==> src/design/diag_frame_receive_filter_defines.svh <==
// assertion macros for the diagnostic frame receive filter
`ifndef DIAG_FRAME_RECEIVE_FILTER_DEFINES_SVH
`define DIAG_FRAME_RECEIVE_FILTER_DEFINES_SVH

`ifndef NO_ASSERTIONS

// checked on every rising edge, quiet while reset is held
`define DFRF_ASSERT(label, clk, rst_n, prop) \
  label: assert property (@(posedge clk) disable iff (!rst_n) prop) \
    else $error("dfrf assertion failed");

// checked on every rising edge, reset included
`define DFRF_ASSERT_ALWAYS(label, clk, prop) \
  label: assert property (@(posedge clk) prop) \
    else $error("dfrf assertion failed");

`else

`define DFRF_ASSERT(label, clk, rst_n, prop)
`define DFRF_ASSERT_ALWAYS(label, clk, prop)

`endif

`endif

==> src/design/dfrf_pkg.sv <==
`timescale 1ns / 1ps

package dfrf_pkg;

  localparam int unsigned PAYLOAD_BYTES_DEF = 16;
  localparam int unsigned HDR_BYTES         = 14;

  // frame layout, byte offsets from the first wire byte
  localparam int unsigned DEST_END  = 6;
  localparam int unsigned SRC_END   = 12;
  localparam int unsigned TYPE_END  = 14;
  localparam int unsigned MAGIC_END = 19;
  localparam int unsigned KIND_POS  = 19;
  localparam int unsigned SEQ_END   = 22;

  localparam int unsigned MAC_W  = 48;
  localparam int unsigned TYPE_W = 16;
  localparam int unsigned KIND_W = 8;
  localparam int unsigned SEQ_W  = 16;

  localparam logic [7:0]        BCAST_BYTE    = 8'hff;
  localparam logic [TYPE_W-1:0] FRAME_TYPE_RST = 16'h88b5;

  // "PMRP" then version 1
  localparam logic [7:0] MAGIC [5] = '{8'h50, 8'h4d, 8'h52, 8'h50, 8'h01};

  typedef enum logic [1:0] {
    REG_PEER_ADDR  = 2'd0,
    REG_LOCAL_ADDR = 2'd1,
    REG_FRAME_TYPE = 2'd2
  } reg_idx_e;

  typedef enum logic [2:0] {
    VERDICT_ACCEPT   = 3'd0,
    VERDICT_OUTGOING = 3'd1,
    VERDICT_SHORT    = 3'd2,
    VERDICT_TYPE     = 3'd3,
    VERDICT_SOURCE   = 3'd4,
    VERDICT_DEST     = 3'd5,
    VERDICT_PAYLOAD  = 3'd6
  } verdict_e;

  typedef struct packed {
    logic [SEQ_W-1:0]  sequence_res;
    logic [KIND_W-1:0] message_kind;
    verdict_e          verdict;
  } result_t;

endpackage

==> src/design/diag_frame_receive_filter.sv <==
// latency: a result word appears on the master side in the cycle after the final byte is taken
// throughput: one byte per cycle unless a held output word stalls the input; the byte compare
//   and verdict logic sit between the frame state registers and a single output register
// the input is taken while the output register is empty or being drained
// reset: asynchronous, active low; clears frame state, output valid and the registers
//   (addresses to zero, frame type to 0x88b5)
`timescale 1ns / 1ps

`include "diag_frame_receive_filter_defines.svh"

module diag_frame_receive_filter #(
  parameter int unsigned PAYLOAD_BYTES = dfrf_pkg::PAYLOAD_BYTES_DEF
) (
  input  logic        clk_i,
  input  logic        rst_ni,

  input  logic        cfg_we_i,
  input  logic [1:0]  cfg_index_i,
  input  logic [47:0] cfg_data_i,

  input  logic        s_axis_tvalid,
  output logic        s_axis_tready,
  input  logic [7:0]  s_axis_tdata,   // [7:0] frame_byte
  input  logic        s_axis_tlast,   // end_of_frame
  input  logic        s_axis_tuser,   // own_transmit

  output logic        m_axis_tvalid,
  input  logic        m_axis_tready,
  output logic [31:0] m_axis_tdata    // [2:0] verdict, [10:3] message_kind,
                                      // [26:11] sequence_res, [31:27] zero
);

  localparam int unsigned MIN_FRAME = dfrf_pkg::HDR_BYTES + PAYLOAD_BYTES;
  localparam int unsigned POS_W     = $clog2(MIN_FRAME + 1);
  localparam int unsigned RES_W     = $bits(dfrf_pkg::result_t);

  localparam logic [POS_W-1:0] P_DEST  = POS_W'(dfrf_pkg::DEST_END);
  localparam logic [POS_W-1:0] P_SRC   = POS_W'(dfrf_pkg::SRC_END);
  localparam logic [POS_W-1:0] P_TYPE  = POS_W'(dfrf_pkg::TYPE_END);
  localparam logic [POS_W-1:0] P_MAGIC = POS_W'(dfrf_pkg::MAGIC_END);
  localparam logic [POS_W-1:0] P_KIND  = POS_W'(dfrf_pkg::KIND_POS);
  localparam logic [POS_W-1:0] P_SEQ   = POS_W'(dfrf_pkg::SEQ_END);
  localparam logic [POS_W-1:0] P_MIN   = POS_W'(MIN_FRAME);

  // configuration
  logic [dfrf_pkg::MAC_W-1:0]  peer_addr_q, local_addr_q;
  logic [dfrf_pkg::TYPE_W-1:0] frame_type_q;

  // frame state
  logic [POS_W-1:0]            pos_q, pos_d, pos_upd;
  logic                        dst_local_q, dst_local_d, dst_local_upd;
  logic                        dst_bcast_q, dst_bcast_d, dst_bcast_upd;
  logic                        src_ok_q, src_ok_d, src_ok_upd;
  logic                        magic_ok_q, magic_ok_d, magic_ok_upd;
  logic [dfrf_pkg::TYPE_W-1:0] rx_type_q, rx_type_d, rx_type_upd;
  logic [dfrf_pkg::KIND_W-1:0] kind_q, kind_d, kind_upd;
  logic [dfrf_pkg::SEQ_W-1:0]  seq_q, seq_d, seq_upd;

  // output register
  logic                        out_valid_q, out_valid_d;
  dfrf_pkg::result_t           out_res_q, out_res_d;

  logic                        in_acc;
  logic [7:0]                  rx_byte;
  logic [2:0]                  dst_sel, src_sel, mag_idx;
  logic [7:0]                  dst_ref, src_ref;
  dfrf_pkg::verdict_e          verdict;

  assign s_axis_tready = !out_valid_q || m_axis_tready;
  assign in_acc        = s_axis_tvalid && s_axis_tready;
  assign rx_byte       = s_axis_tdata;

  // address bytes go out most significant first
  assign dst_sel = 3'(P_DEST - 1'b1 - pos_q);
  assign src_sel = 3'(P_SRC - 1'b1 - pos_q);
  assign mag_idx = 3'(pos_q - P_TYPE);
  assign dst_ref = local_addr_q[{dst_sel, 3'b000} +: 8];
  assign src_ref = peer_addr_q[{src_sel, 3'b000} +: 8];

  always_comb begin
    dst_local_upd = dst_local_q;
    dst_bcast_upd = dst_bcast_q;
    src_ok_upd    = src_ok_q;
    magic_ok_upd  = magic_ok_q;
    rx_type_upd   = rx_type_q;
    kind_upd      = kind_q;
    seq_upd       = seq_q;
    if (pos_q < P_DEST) begin
      if (rx_byte != dst_ref) dst_local_upd = 1'b0;
      if (rx_byte != dfrf_pkg::BCAST_BYTE) dst_bcast_upd = 1'b0;
    end else if (pos_q < P_SRC) begin
      if (rx_byte != src_ref) src_ok_upd = 1'b0;
    end else if (pos_q < P_TYPE) begin
      rx_type_upd = {rx_type_q[7:0], rx_byte};
    end else if (pos_q < P_MAGIC) begin
      if (rx_byte != dfrf_pkg::MAGIC[mag_idx]) magic_ok_upd = 1'b0;
    end else if (pos_q == P_KIND) begin
      kind_upd = rx_byte;
    end else if (pos_q < P_SEQ) begin
      seq_upd = {seq_q[7:0], rx_byte};
    end
    // counter saturates at the minimum frame length
    pos_upd = (pos_q < P_MIN) ? pos_q + 1'b1 : pos_q;
  end

  always_comb begin
    if (s_axis_tuser) begin
      verdict = dfrf_pkg::VERDICT_OUTGOING;
    end else if (pos_upd < P_MIN) begin
      verdict = dfrf_pkg::VERDICT_SHORT;
    end else if (rx_type_upd != frame_type_q) begin
      verdict = dfrf_pkg::VERDICT_TYPE;
    end else if (!src_ok_upd) begin
      verdict = dfrf_pkg::VERDICT_SOURCE;
    end else if (!dst_local_upd && !dst_bcast_upd) begin
      verdict = dfrf_pkg::VERDICT_DEST;
    end else if (!magic_ok_upd) begin
      verdict = dfrf_pkg::VERDICT_PAYLOAD;
    end else begin
      verdict = dfrf_pkg::VERDICT_ACCEPT;
    end
  end

  always_comb begin
    pos_d       = pos_q;
    dst_local_d = dst_local_q;
    dst_bcast_d = dst_bcast_q;
    src_ok_d    = src_ok_q;
    magic_ok_d  = magic_ok_q;
    rx_type_d   = rx_type_q;
    kind_d      = kind_q;
    seq_d       = seq_q;
    out_valid_d = out_valid_q && !m_axis_tready;
    out_res_d   = out_res_q;
    if (in_acc) begin
      if (s_axis_tlast) begin
        // frame done: back to the idle frame state
        pos_d       = '0;
        dst_local_d = 1'b1;
        dst_bcast_d = 1'b1;
        src_ok_d    = 1'b1;
        magic_ok_d  = 1'b1;
        rx_type_d   = '0;
        kind_d      = '0;
        seq_d       = '0;
        out_valid_d = 1'b1;
        out_res_d.verdict = verdict;
        if (verdict == dfrf_pkg::VERDICT_ACCEPT) begin
          out_res_d.message_kind = kind_upd;
          out_res_d.sequence_res = seq_upd;
        end else begin
          out_res_d.message_kind = '0;
          out_res_d.sequence_res = '0;
        end
      end else begin
        pos_d       = pos_upd;
        dst_local_d = dst_local_upd;
        dst_bcast_d = dst_bcast_upd;
        src_ok_d    = src_ok_upd;
        magic_ok_d  = magic_ok_upd;
        rx_type_d   = rx_type_upd;
        kind_d      = kind_upd;
        seq_d       = seq_upd;
      end
    end
  end

  always_ff @(posedge clk_i or negedge rst_ni) begin
    if (!rst_ni) begin
      peer_addr_q  <= '0;
      local_addr_q <= '0;
      frame_type_q <= dfrf_pkg::FRAME_TYPE_RST;
    end else if (cfg_we_i) begin
      case (cfg_index_i)
        dfrf_pkg::REG_PEER_ADDR:  peer_addr_q  <= cfg_data_i;
        dfrf_pkg::REG_LOCAL_ADDR: local_addr_q <= cfg_data_i;
        dfrf_pkg::REG_FRAME_TYPE: frame_type_q <= cfg_data_i[dfrf_pkg::TYPE_W-1:0];
        default: ;
      endcase
    end
  end

  always_ff @(posedge clk_i or negedge rst_ni) begin
    if (!rst_ni) begin
      pos_q       <= '0;
      dst_local_q <= 1'b1;
      dst_bcast_q <= 1'b1;
      src_ok_q    <= 1'b1;
      magic_ok_q  <= 1'b1;
      rx_type_q   <= '0;
      kind_q      <= '0;
      seq_q       <= '0;
      out_valid_q <= 1'b0;
    end else begin
      pos_q       <= pos_d;
      dst_local_q <= dst_local_d;
      dst_bcast_q <= dst_bcast_d;
      src_ok_q    <= src_ok_d;
      magic_ok_q  <= magic_ok_d;
      rx_type_q   <= rx_type_d;
      kind_q      <= kind_d;
      seq_q       <= seq_d;
      out_valid_q <= out_valid_d;
    end
  end

  always_ff @(posedge clk_i) begin
    out_res_q <= out_res_d;
  end

  assign m_axis_tvalid = out_valid_q;
  assign m_axis_tdata  = {(32 - RES_W)'(0), out_res_q};

  `DFRF_ASSERT_ALWAYS(a_pos_saturates, clk_i, pos_q <= P_MIN)
  `DFRF_ASSERT(a_last_gives_word, clk_i, rst_ni, in_acc && s_axis_tlast |=> out_valid_q)
  `DFRF_ASSERT(a_last_clears_pos, clk_i, rst_ni, in_acc && s_axis_tlast |=> pos_q == '0)
  `DFRF_ASSERT(a_fields_zero_unless_accept, clk_i, rst_ni,
    out_valid_q && out_res_q.verdict != dfrf_pkg::VERDICT_ACCEPT |->
      out_res_q.message_kind == '0 && out_res_q.sequence_res == '0)

endmodule
==> config.mk <==
export PLATFORM = sky130hd
export DESIGN_NAME = diag_frame_receive_filter
export DESIGN_NICKNAME = d
export VERILOG_FILES = /design/src/design/dfrf_pkg.sv /design/src/design/diag_frame_receive_filter.sv
export VERILOG_INCLUDE_DIRS = /design/src /design/src/design
export SDC_FILE = /design/constraint.sdc
export NUM_CORES = 1
export LEC_CHECK = 0
export CORE_ASPECT_RATIO = 1.25
export CORE_MARGIN = 2
export CORE_UTILIZATION = 40
export DETAILED_ROUTE_END_ITERATION = 12
export DONT_BUFFER_PORTS = 1
export GPL_ROUTABILITY_DRIVEN = 0
export PLACE_DENSITY = 0.63
export SLEW_MARGIN = 20
export SYNTH_ARGS = -nofsm -noshare
export SYNTH_HDL_FRONTEND = slang
export SYNTH_SLANG_ARGS = --single-unit
==> constraint.sdc <==
create_clock -name clk_i -period 8.81 [get_ports clk_i]
set_input_delay 1.3215 -clock clk_i [delete_from_list [all_inputs] [get_ports clk_i]]
set_output_delay 1.3215 -clock clk_i [all_outputs]
set_load 0.02 [all_outputs]
Word level (Yosys, flattened, before mapping)
Memory sizes are Yosys's and may differ from the RTL's.
Index checks and enable logic that the tools add are counted.
{"block": "totals", "output_inout_bits": 34, "mem_bits_ro": 64, "mem_count": 1, "elab_cells": 98, "ff_bits": 189}
{"block": "op_classes", "n_lt_le_gt_ge": 8, "n_eq_ne": 8, "shifts": 2, "reduce_logical": 14, "add_sub_neg": 4, "bitwise_logic": 1, "muxes": 45}
{"name": "(no name shown)", "depth": 8, "word_bits": 8, "read_ports": 1, "rd_ports_with_merged_regs": 0, "wr": 0, "line_no": "diag_frame_receive_filter.sv:96", "source": "if (rx_byte != dfrf_pkg::MAGIC[mag_idx]) magic_ok_upd = 1'b0;"}
{"operator": "$mux 16", "count": 11}
{"operator": "$shiftx 48x7->8", "count": 2}
{"operator": "$mux 8", "count": 8}
{"operator": "$ne 8x8->1", "count": 3}
{"operator": "$lt 5x5->1 const B", "count": 4}
{"operator": "$mux 1", "count": 18}
{"operator": "$mux 3", "count": 6}
{"operator": "$ne 16x16->1", "count": 1}
{"operator": "$lt 5x4->1 const B", "count": 2}
{"operator": "$mux 5", "count": 2}
{"operator": "$ne 8x8->1 const B", "count": 1}
{"operator": "$reduce_and 2->1", "count": 4}
{"operator": "$add 5x1->5 const B", "count": 1}
{"operator": "$eq 5x5->1 const B", "count": 1}
{"operator": "$lt 5x3->1 const B", "count": 1}
{"operator": "$ge 4x4->1 const B", "count": 1}
{"operator": "$logic_not 1->1", "count": 4}
{"operator": "$not 3->4", "count": 1}
{"operator": "$logic_and 1x1->1", "count": 3}
{"operator": "$logic_not 3->1", "count": 1}
{"operator": "$sub 2x3->3 const A", "count": 1}
{"operator": "$sub 3x3->3 const A", "count": 1}
{"operator": "$sub 3x3->3 const B", "count": 1}
{"operator": "$eq 2x1->1 const B", "count": 1}
{"operator": "other kinds (3)", "count": 3}

Longest topological paths before layout
Gate-level depths: netlist of the first run.
{"block": "logic_depth", "depth_word": 18, "ltp_mapped": 12, "ltp_nobuf": 9}

Worst setup path after synthesis of the first run
Ideal clock, no wire load.
{"block": "synth_timing", "path_kind": "input to register", "start": "in s_axis_tdata[3]", "end": "reg out_res_q, in the netlist m_axis_tdata[11], data pin", "path_buffers": 2, "path_slack_ns": 5.388, "required_time_ns": 8.620, "setup_time_ns": 0.190, "stages": 9, "arrival_time_ns": 3.232, "path_cell_list": "buf_2 -> or4b_1 -> a211oi_1 -> nand3_1 -> a211oi_1 -> o211a_1 -> o21ai_2 -> buf_6 -> a2111oi_2"}
{"block": "synth_via", "elab_chain_cells": 13, "elab_cells_between_ends": 30, "classes_between": "5 x eq/ne; 21 x mux; 4 x reduce/logical"}
{"element": "start, declared", "line_no": "diag_frame_receive_filter.sv:23", "source": "input logic [7:0] s_axis_tdata,"}
{"element": "$ne 8x8->1", "line_no": "diag_frame_receive_filter.sv:96"}
{"element": "$mux 1", "line_no": "diag_frame_receive_filter.sv:96"}
{"element": "$mux 1", "line_no": "diag_frame_receive_filter.sv:95", "source": "end else if (pos_q < P_MAGIC) begin"}
{"element": "$mux 1", "line_no": "diag_frame_receive_filter.sv:93", "source": "end else if (pos_q < P_TYPE) begin"}
{"element": "$mux 1", "line_no": "diag_frame_receive_filter.sv:91", "source": "end else if (pos_q < P_SRC) begin"}
{"element": "$mux 1", "line_no": "diag_frame_receive_filter.sv:88", "source": "if (pos_q < P_DEST) begin"}
{"element": "$mux 3", "line_no": "diag_frame_receive_filter.sv:117", "source": "end else if (!magic_ok_upd) begin"}
{"element": "$mux 3", "line_no": "diag_frame_receive_filter.sv:115", "source": "end else if (!dst_local_upd && !dst_bcast_upd) begin"}
{"element": "$mux 3", "line_no": "diag_frame_receive_filter.sv:113", "source": "end else if (!src_ok_upd) begin"}
{"element": "$mux 3 (*)", "line_no": "diag_frame_receive_filter.sv:111", "source": "end else if (rx_type_upd != frame_type_q) begin"}
{"element": "$mux 3 (*)", "line_no": "diag_frame_receive_filter.sv:109", "source": "end else if (pos_upd < P_MIN) begin"}
{"element": "$mux 3 (*)", "line_no": "diag_frame_receive_filter.sv:107", "source": "if (s_axis_tuser) begin"}
{"element": "$logic_not 3->1 (*)", "line_no": "diag_frame_receive_filter.sv:148", "source": "if (verdict == dfrf_pkg::VERDICT_ACCEPT) begin"}
{"element": "end signal, assigned", "line_no": "diag_frame_receive_filter.sv:208", "source": "out_res_q <= out_res_d;"}
{"element": "end, declared", "line_no": "diag_frame_receive_filter.sv:61", "source": "dfrf_pkg::result_t out_res_q, out_res_d;"}
Every way passes the cells marked *; elsewhere a longest branch is shown, timed or not.
A chain may end at the register's enable or synchronous reset.

Worst setup path in the final report of the first run
{"block": "layout_timing", "start": "reg pos_q[2]", "end": "reg seq_q[4] (netlist bit)"}
{"block": "layout_via", "elab_chain_cells": 8, "elab_cells_between_ends": 13, "classes_between": "5 x order compare; 1 x eq/ne; 7 x mux"}
{"element": "start, declared", "line_no": "diag_frame_receive_filter.sv:50", "source": "logic [POS_W-1:0] pos_q, pos_d, pos_upd;"}
{"element": "start signal, assigned", "line_no": "diag_frame_receive_filter.sv:195", "source": "pos_q <= pos_d;"}
{"element": "$lt 5x5->1", "line_no": "diag_frame_receive_filter.sv:99", "source": "end else if (pos_q < P_SEQ) begin"}
{"element": "$mux 16", "line_no": "diag_frame_receive_filter.sv:99"}
{"element": "$mux 16", "line_no": "diag_frame_receive_filter.sv:97", "source": "end else if (pos_q == P_KIND) begin"}
{"element": "$mux 16", "line_no": "diag_frame_receive_filter.sv:95"}
{"element": "$mux 16", "line_no": "diag_frame_receive_filter.sv:93"}
{"element": "$mux 16", "line_no": "diag_frame_receive_filter.sv:91"}
{"element": "$mux 16 (*)", "line_no": "diag_frame_receive_filter.sv:88"}
{"element": "$mux 16 (*)", "line_no": "diag_frame_receive_filter.sv:136", "source": "if (s_axis_tlast) begin"}
{"element": "end signal, assigned", "line_no": "diag_frame_receive_filter.sv:202", "source": "seq_q <= seq_d;"}
{"element": "end, declared", "line_no": "diag_frame_receive_filter.sv:57", "source": "logic [dfrf_pkg::SEQ_W-1:0] seq_q, seq_d, seq_upd;"}
Marked as above.

==> flow_summary.ini, run 1 <==
[status]
status = finished, final reports clean

[setup_path]
r2r-end = seq_q[4]
crit_path_start = pos_q[2]
crit_path_max_fanout = 19
start_kind = register
required_ns = 9.18
rrSetupSlack_ns = 4.96
cp_top_family = compound AO/OA/AOI/OAI gates
worstSetupPathType = reg2reg
cp_slowest_stage_delay_ns = 0.99
path_buf_inv = 2
endpoint = seq_q[4]
rr_worst_depth = 8
crit_slowest_cell = o21ai_1
cp-end-kind = register
cp_data_arrival_time_ns = 4.22
cp_cell_sequence = inv_2 -> ha_1 -> nand2_1 -> nor2_1 -> o21ai_2 -> clkinv_1 -> o21ai_1 -> a22o_1
cp.depth = 8
r2r_start = pos_q[2]

[logic_synthesis]
synth_cell_types = 74
syn_area_per_cell_um2 = 12.4
ys.flop_type = dfrtp_1
syn_inst = 760
synth-edff-count = 27
synthArstFlopShare_pct = 85.7
ys_ff_latch = 189
synth_area_mm2 = 0.00943
synth-seq-area-share_pct = 51.8
yosys_warnings = 0

[clocking]
cts_setup_buffers = 0
htree_levels = 4
cts.sinks = 189
cts_resized = 0
cts_tree = yes
holdBufCountCts = 0
cts.clk_slew.worst_paths_ns = 0.07
insertion_delay_ns = 0.44
root_buffer = clkbuf_16
clk_path_buf_depth = 2
cts_inserted_buffers = 17

[die]
start_util_pct = 40.9
die-area_mm2 = 0.0248
ios = 99
die_x_um = 141
core_mm2 = 0.0230
die-height_um = 176
core.rowCount = 62

[timing]
max_slew_margin_pct = 29.7
rsz0062_at_grt = false
setup_viol = 0
report.final.slew_viol_count = 0
fin_tns_setup_ns = 0
setup_slack_ns = 4.96
fin_skew_ns = 0.0101
tightest_slew_ns = 1.05
final.min_clock_period_ns = 3.85
fmax_mhz = 259
fin_crit_sh_pct = 43.7
hold_viol = 0

[layout]
drive_gt1_share_pct = 28.6
areaGrowthSynthToFinish_pct = 7.53
fillers = 2084
mostFrequentLayoutCell = dfrtp_1
antenna_cells = 0
fin_nets = 806
layout_common_cells = dfrtp_1 (150), mux2_2 (123), nand2_1 (58)

[placed_design]
post-place-ws_ns = 5.02
io_buffers = 0
dpl.hpwl_um = 15200

[global_route]
overflow = 0
grtUsageTotal_pct = 18.5
grt_pass1_vias = 6215
grt_max_degree = 163
grt_pass1_wl_um = 35400
antenna_found_initial = 0

[detailed_routing]
routedWlPerCell_um = 21.1
drt-total-wl_um = 21900
ant_nets = 0
drc_errors = 0
routed_via_density = 5.72
drt_iter0_drc = 459
drtPass1Iterations = 5
vias = 5930

[worst_hold_path]
hp-class = reg2reg

[pwr]
leakage_nw = 3.93
powerDensity_mw_per_mm2 = 223
vdd_drop_max_mv = 0.156

[job]
maxCapViolations = 0
[cells in the mapped netlist (all sizes together) (16+ instances only)]
cell type    n  share of area (%)
a2111oi     16                2.5
a21oi       24                1.4
a22o        32                3.0
buf         25                2.0
clkbuf      30                1.2
dfrtp      151                 40
edfxtp      27                8.6
inv         21               0.84
mux2       127                 15
nand2       58                2.3
nor2        31                1.2
nor3        19                1.0
o21ai       18                1.0
xnor2       27                2.5
[worst reg2reg max path, stage by stage, from the launching register on]
cell	delay [ns]
dfrtp_1	0.68
inv_2	0.22
ha_1	0.27
nand2_1	0.09
nor2_1	0.05
o21ai_2	0.61
clkinv_1	0.63
o21ai_1	1.00
a22o_1	0.25
[cell families (layout without fill, tap and decap cells)]
group	Yosys count	in the layout	synth area share (%)
AO/OA/AOI/OAI	150	150	12.9
XOR/XNOR	34	34	3.16
adder cells (fa/ha/maj)	5	5	0.664
buffers and inverters	77	62	4.09
flip-flops	189	189	51.8
multiplexers	150	150	19.3
other	1	5	0.0398
AND/OR/NAND/NOR	154	154	8.08
[worst min path at each step]
stage	slack [ns]	cells after the start	from	to
finish	0.49	2	dst_bcast_q	dst_bcast_q
global route	0.52	1	seq_q[14]	seq_q[14]
detailed placement	0.48	2	seq_q[15]	seq_q[15]
global placement	0.46	2	dst_bcast_q	dst_bcast_q
CTS	0.49	2	src_ok_q	src_ok_q
floorplan	0.45	2	dst_bcast_q	dst_bcast_q
[area by class of cell]
type	instances	area, um^2	area share [%]
timing repair buffer	8	60.1	0.593
clock inverter	14	126	1.25
sequential	189	4880	48.1
inverter	22	82.6	0.815
tap	288	360	3.56
multi-input combinational	498	4190	41.3
clock buffer	18	439	4.33
[power breakdown]
group | leakage, nW | total, mW | internal (mW) | switching [mW]
Clock | 0.278 | 0.735 | 0.379 | 0.355
Sequential | 2.24 | 1.10 | 1.01 | 0.0864
Combinational | 1.41 | 0.424 | 0.222 | 0.202
Total | 3.93 | 2.26 | 1.61 | 0.644
[metrics by stage]
stage          cell area [um^2]  std cells  power, mW  hold slack (ns)  utilization [%]
3_5_place_dp               9570       1005       1.54            0.475             41.5
5_1_grt                   10100       1037       2.37            0.517             44.0
3_3_place_gp               9570       1005       1.53            0.462             41.5
6_report                  10100       1037       2.26            0.493             44.0
2_1_floorplan              9440        764       1.46            0.449                -
4_1_cts                   10100       1037       2.28            0.494             44.0
[per-layer routing]
layer | vias to the layer above | wire [um] | track usage, %
li1 | 2751 | - | -
met1 | 2998 | 9080 | 23.9
met2 | 151 | 10800 | 29.9
met3 | 30 | 1490 | 4.88
met4 | 0 | 536 | 7.12
met5 | - | 0 | 0
[registers in the layout (all words and copies together) (netlist names)]
name,cells
rx_type_q,16
magic_ok_q,1
peer_addr_q,48
local_addr_q,48
seq_q,16
dst_bcast_q,1
pos_q,5
m_axis_tdata,27
kind_q,8
src_ok_q,1
frame_type_q,16
dst_local_q,1
m_axis_tvalid,1
(Power assumes the default switching activity.)
==> run 2: changes to the inputs <==
--- a/config.mk
+++ b/config.mk
@@ -12,7 +12,7 @@
 export DETAILED_ROUTE_END_ITERATION = 12
 export DONT_BUFFER_PORTS = 1
 export GPL_ROUTABILITY_DRIVEN = 0
-export PLACE_DENSITY = 0.63
+export PLACE_DENSITY = 0.65
 export SLEW_MARGIN = 20
 export SYNTH_ARGS = -nofsm -noshare
 export SYNTH_HDL_FRONTEND = slang
==> constraint.sdc (replaced) <==
create_clock -name clk_i -period 3.3 [get_ports clk_i]
set_input_delay 0.495 -clock clk_i [delete_from_list [all_inputs] [get_ports clk_i]]
set_output_delay 0.495 -clock clk_i [all_outputs]
set_load 0.02 [all_outputs]
==> flow_summary.ini, run 2 (same netlist as run 1, synthesis figures left out) <==
[pwr]
total_power_mw = 6.26
powerDensity_mw_per_mm2 = 605
clkPwrFrac_pct = 34.4
combinationalPowerShare_pct = 18.6
switching_share_pct = 28.3
p_sw_mw = 1.77
p_int_mw = 4.49
vdd_drop_max_mv = 0.573
seq_power_share_pct = 47.0
leakage_nw = 4.04

[setup_path]
cp_slowest_stage_delay_ns = 0.67
cp_data_arrival_time_ns = 3.26
crit_slowest_cell = a21oi_2
crit_path_max_fanout = 13
required_ns = 3.46
path_common_cell = a21oi_2
start_kind = register
cp-end-kind = register
cp_cell_sequence = ha_1 -> or2_2 -> o22ai_1 -> a21oi_2 -> xnor2_1 -> nor4_4 -> buf_4 -> a21oi_2 -> o32ai_1
path_buf_inv = 1
cp_top_family = compound AO/OA/AOI/OAI gates
worstSetupPathType = reg2reg

[die]
start_util_pct = 40.9
core_mm2 = 0.0230
die-height_um = 176
core.rowCount = 62
die-area_mm2 = 0.0248
die_x_um = 141
ios = 99

[clocking]
root_buffer = clkbuf_16
insertion_delay_ns = 0.44
cts.sinks = 189
cts_tree = yes
htree_levels = 4
cts_inserted_buffers = 17
cts.clk_slew.worst_paths_ns = 0.08
clk_path_buf_depth = 2

[detailed_routing]
drt-total-wl_um = 22500
drc_errors = 0
drt_iter0_drc = 480
routedWlPerCell_um = 21.4
drtPass1Iterations = 5
routed_via_density = 5.81
vias = 6117
ant_nets = 0

[global_route]
grtUsageTotal_pct = 18.4
grt_pass1_vias = 6025
grt_max_degree = 163
overflow = 0
antenna_found_initial = 0
grt_pass1_wl_um = 35000

[worst_hold_path]
hp-class = in2async

[layout]
antenna_cells = 0
fin_nets = 822
layout_common_cells = dfrtp_1 (149), mux2_2 (123), nand2_1 (58)
drive_gt1_share_pct = 30.5
final_area_mm2 = 0.0103
areaGrowthSynthToFinish_pct = 9.78
mostFrequentLayoutCell = dfrtp_1

[timing]
max_slew_margin_pct = 40.7
fin_skew_ns = 0.0111
final.min_clock_period_ns = 3.10
tightest_slew_ns = 0.887
rsz0062_at_grt = false
hold_viol = 154
fin_crit_sh_pct = 94.1
setup_viol = 0
report.final.slew_viol_count = 0
hold_slack_ns = -0.255
fmax_mhz = 322

[job]
maxCapViolations = 0

[status]
status = finished, violations left
violations = hold timing

[placed_design]
dpl.hpwl_um = 15400
placed_cell_area_mm2 = 0.00968
io_buffers = 0
## run 2: cell count changes in the layout (fill, tap and decap cells not counted), moves of 2 or more
cell	delta
a2111oi_0	-2
buf_4	+13
a2111oi_1	+2
clkinv_4	-3
## run 2: power groups by stage
stage,Combinational (mW),Clock [mW],Sequential (mW)
after detailed placement,1.15,0,2.99
after CTS,1.16,2.19,2.94
after global placement,1.13,0,2.98
final,1.16,2.15,2.94
after global routing,1.26,2.28,2.99
after floorplan,0.983,0,2.90
## run 2: repair_timing
| item | in CTS | in global routing |
|---|---|---|
| cloned | 0 | 1 |
| setup buffers | 0 | 1 |
| endpoints found under the setup margin | 1 | 20 |
| pin swaps | 0 | 2 |
| endpoints found under the hold margin | 162 | 162 |
| resized for setup | 2 | 5 |
## run 2: final cells by class
type,count,area [um^2]
Sequential cell,189,4880
Tap cell,288,360
Fill cell,2083,12700
Inverter,22,82.6
Clock buffer,20,478
Clock inverter,12,143
Timing Repair Buffer,23,193
Multi-Input combinational cell,499,4210
## run 2: stage by stage
stage	util, %	TNS (ns)	setup slack, ns	hold WS (ns)	cells
final	44.9	0	0.196	-0.255	1053
after global routing	44.9	0	0.00551	-0.275	1053
after CTS	44.7	0	0.0493	-0.268	1051
after detailed placement	42.0	-0.117	-0.117	0.207	1019
after global placement	42.0	-0.117	-0.117	0.207	1019
after floorplan	-	0	0.472	0.199	764
## run 2: metal layers
metal  routed length [um]  global-route usage, %  part of all wire (%)  vias up
met3                 1340                   5.07                   6.0       17
li1                     -                      -                     -     2788
met4                  255                   4.63                   1.1        0
met5                    0                      0                     0        -
met1                 9520                   23.8                    42     3139
met2                11400                   30.7                    51      173
## run 2: final timing paths
kind / start / endpoint / slack (ns) / depth (start not counted)
setup / recovery: pos_q[1] / m_axis_tdata[1] / 0.20 / 9
hold / removal: rst_ni / peer_addr_q[41] / -0.25 / 0
setup reg to reg: pos_q[1] / m_axis_tdata[1] / 0.20 / 9
hold reg to reg: dst_bcast_q / dst_bcast_q / 0.47 / 2
max in group asynchronous: rst_ni / src_ok_q / 3.21 / 0
min in group clk_i: s_axis_tlast / kind_q[5] / 0.17 / 1
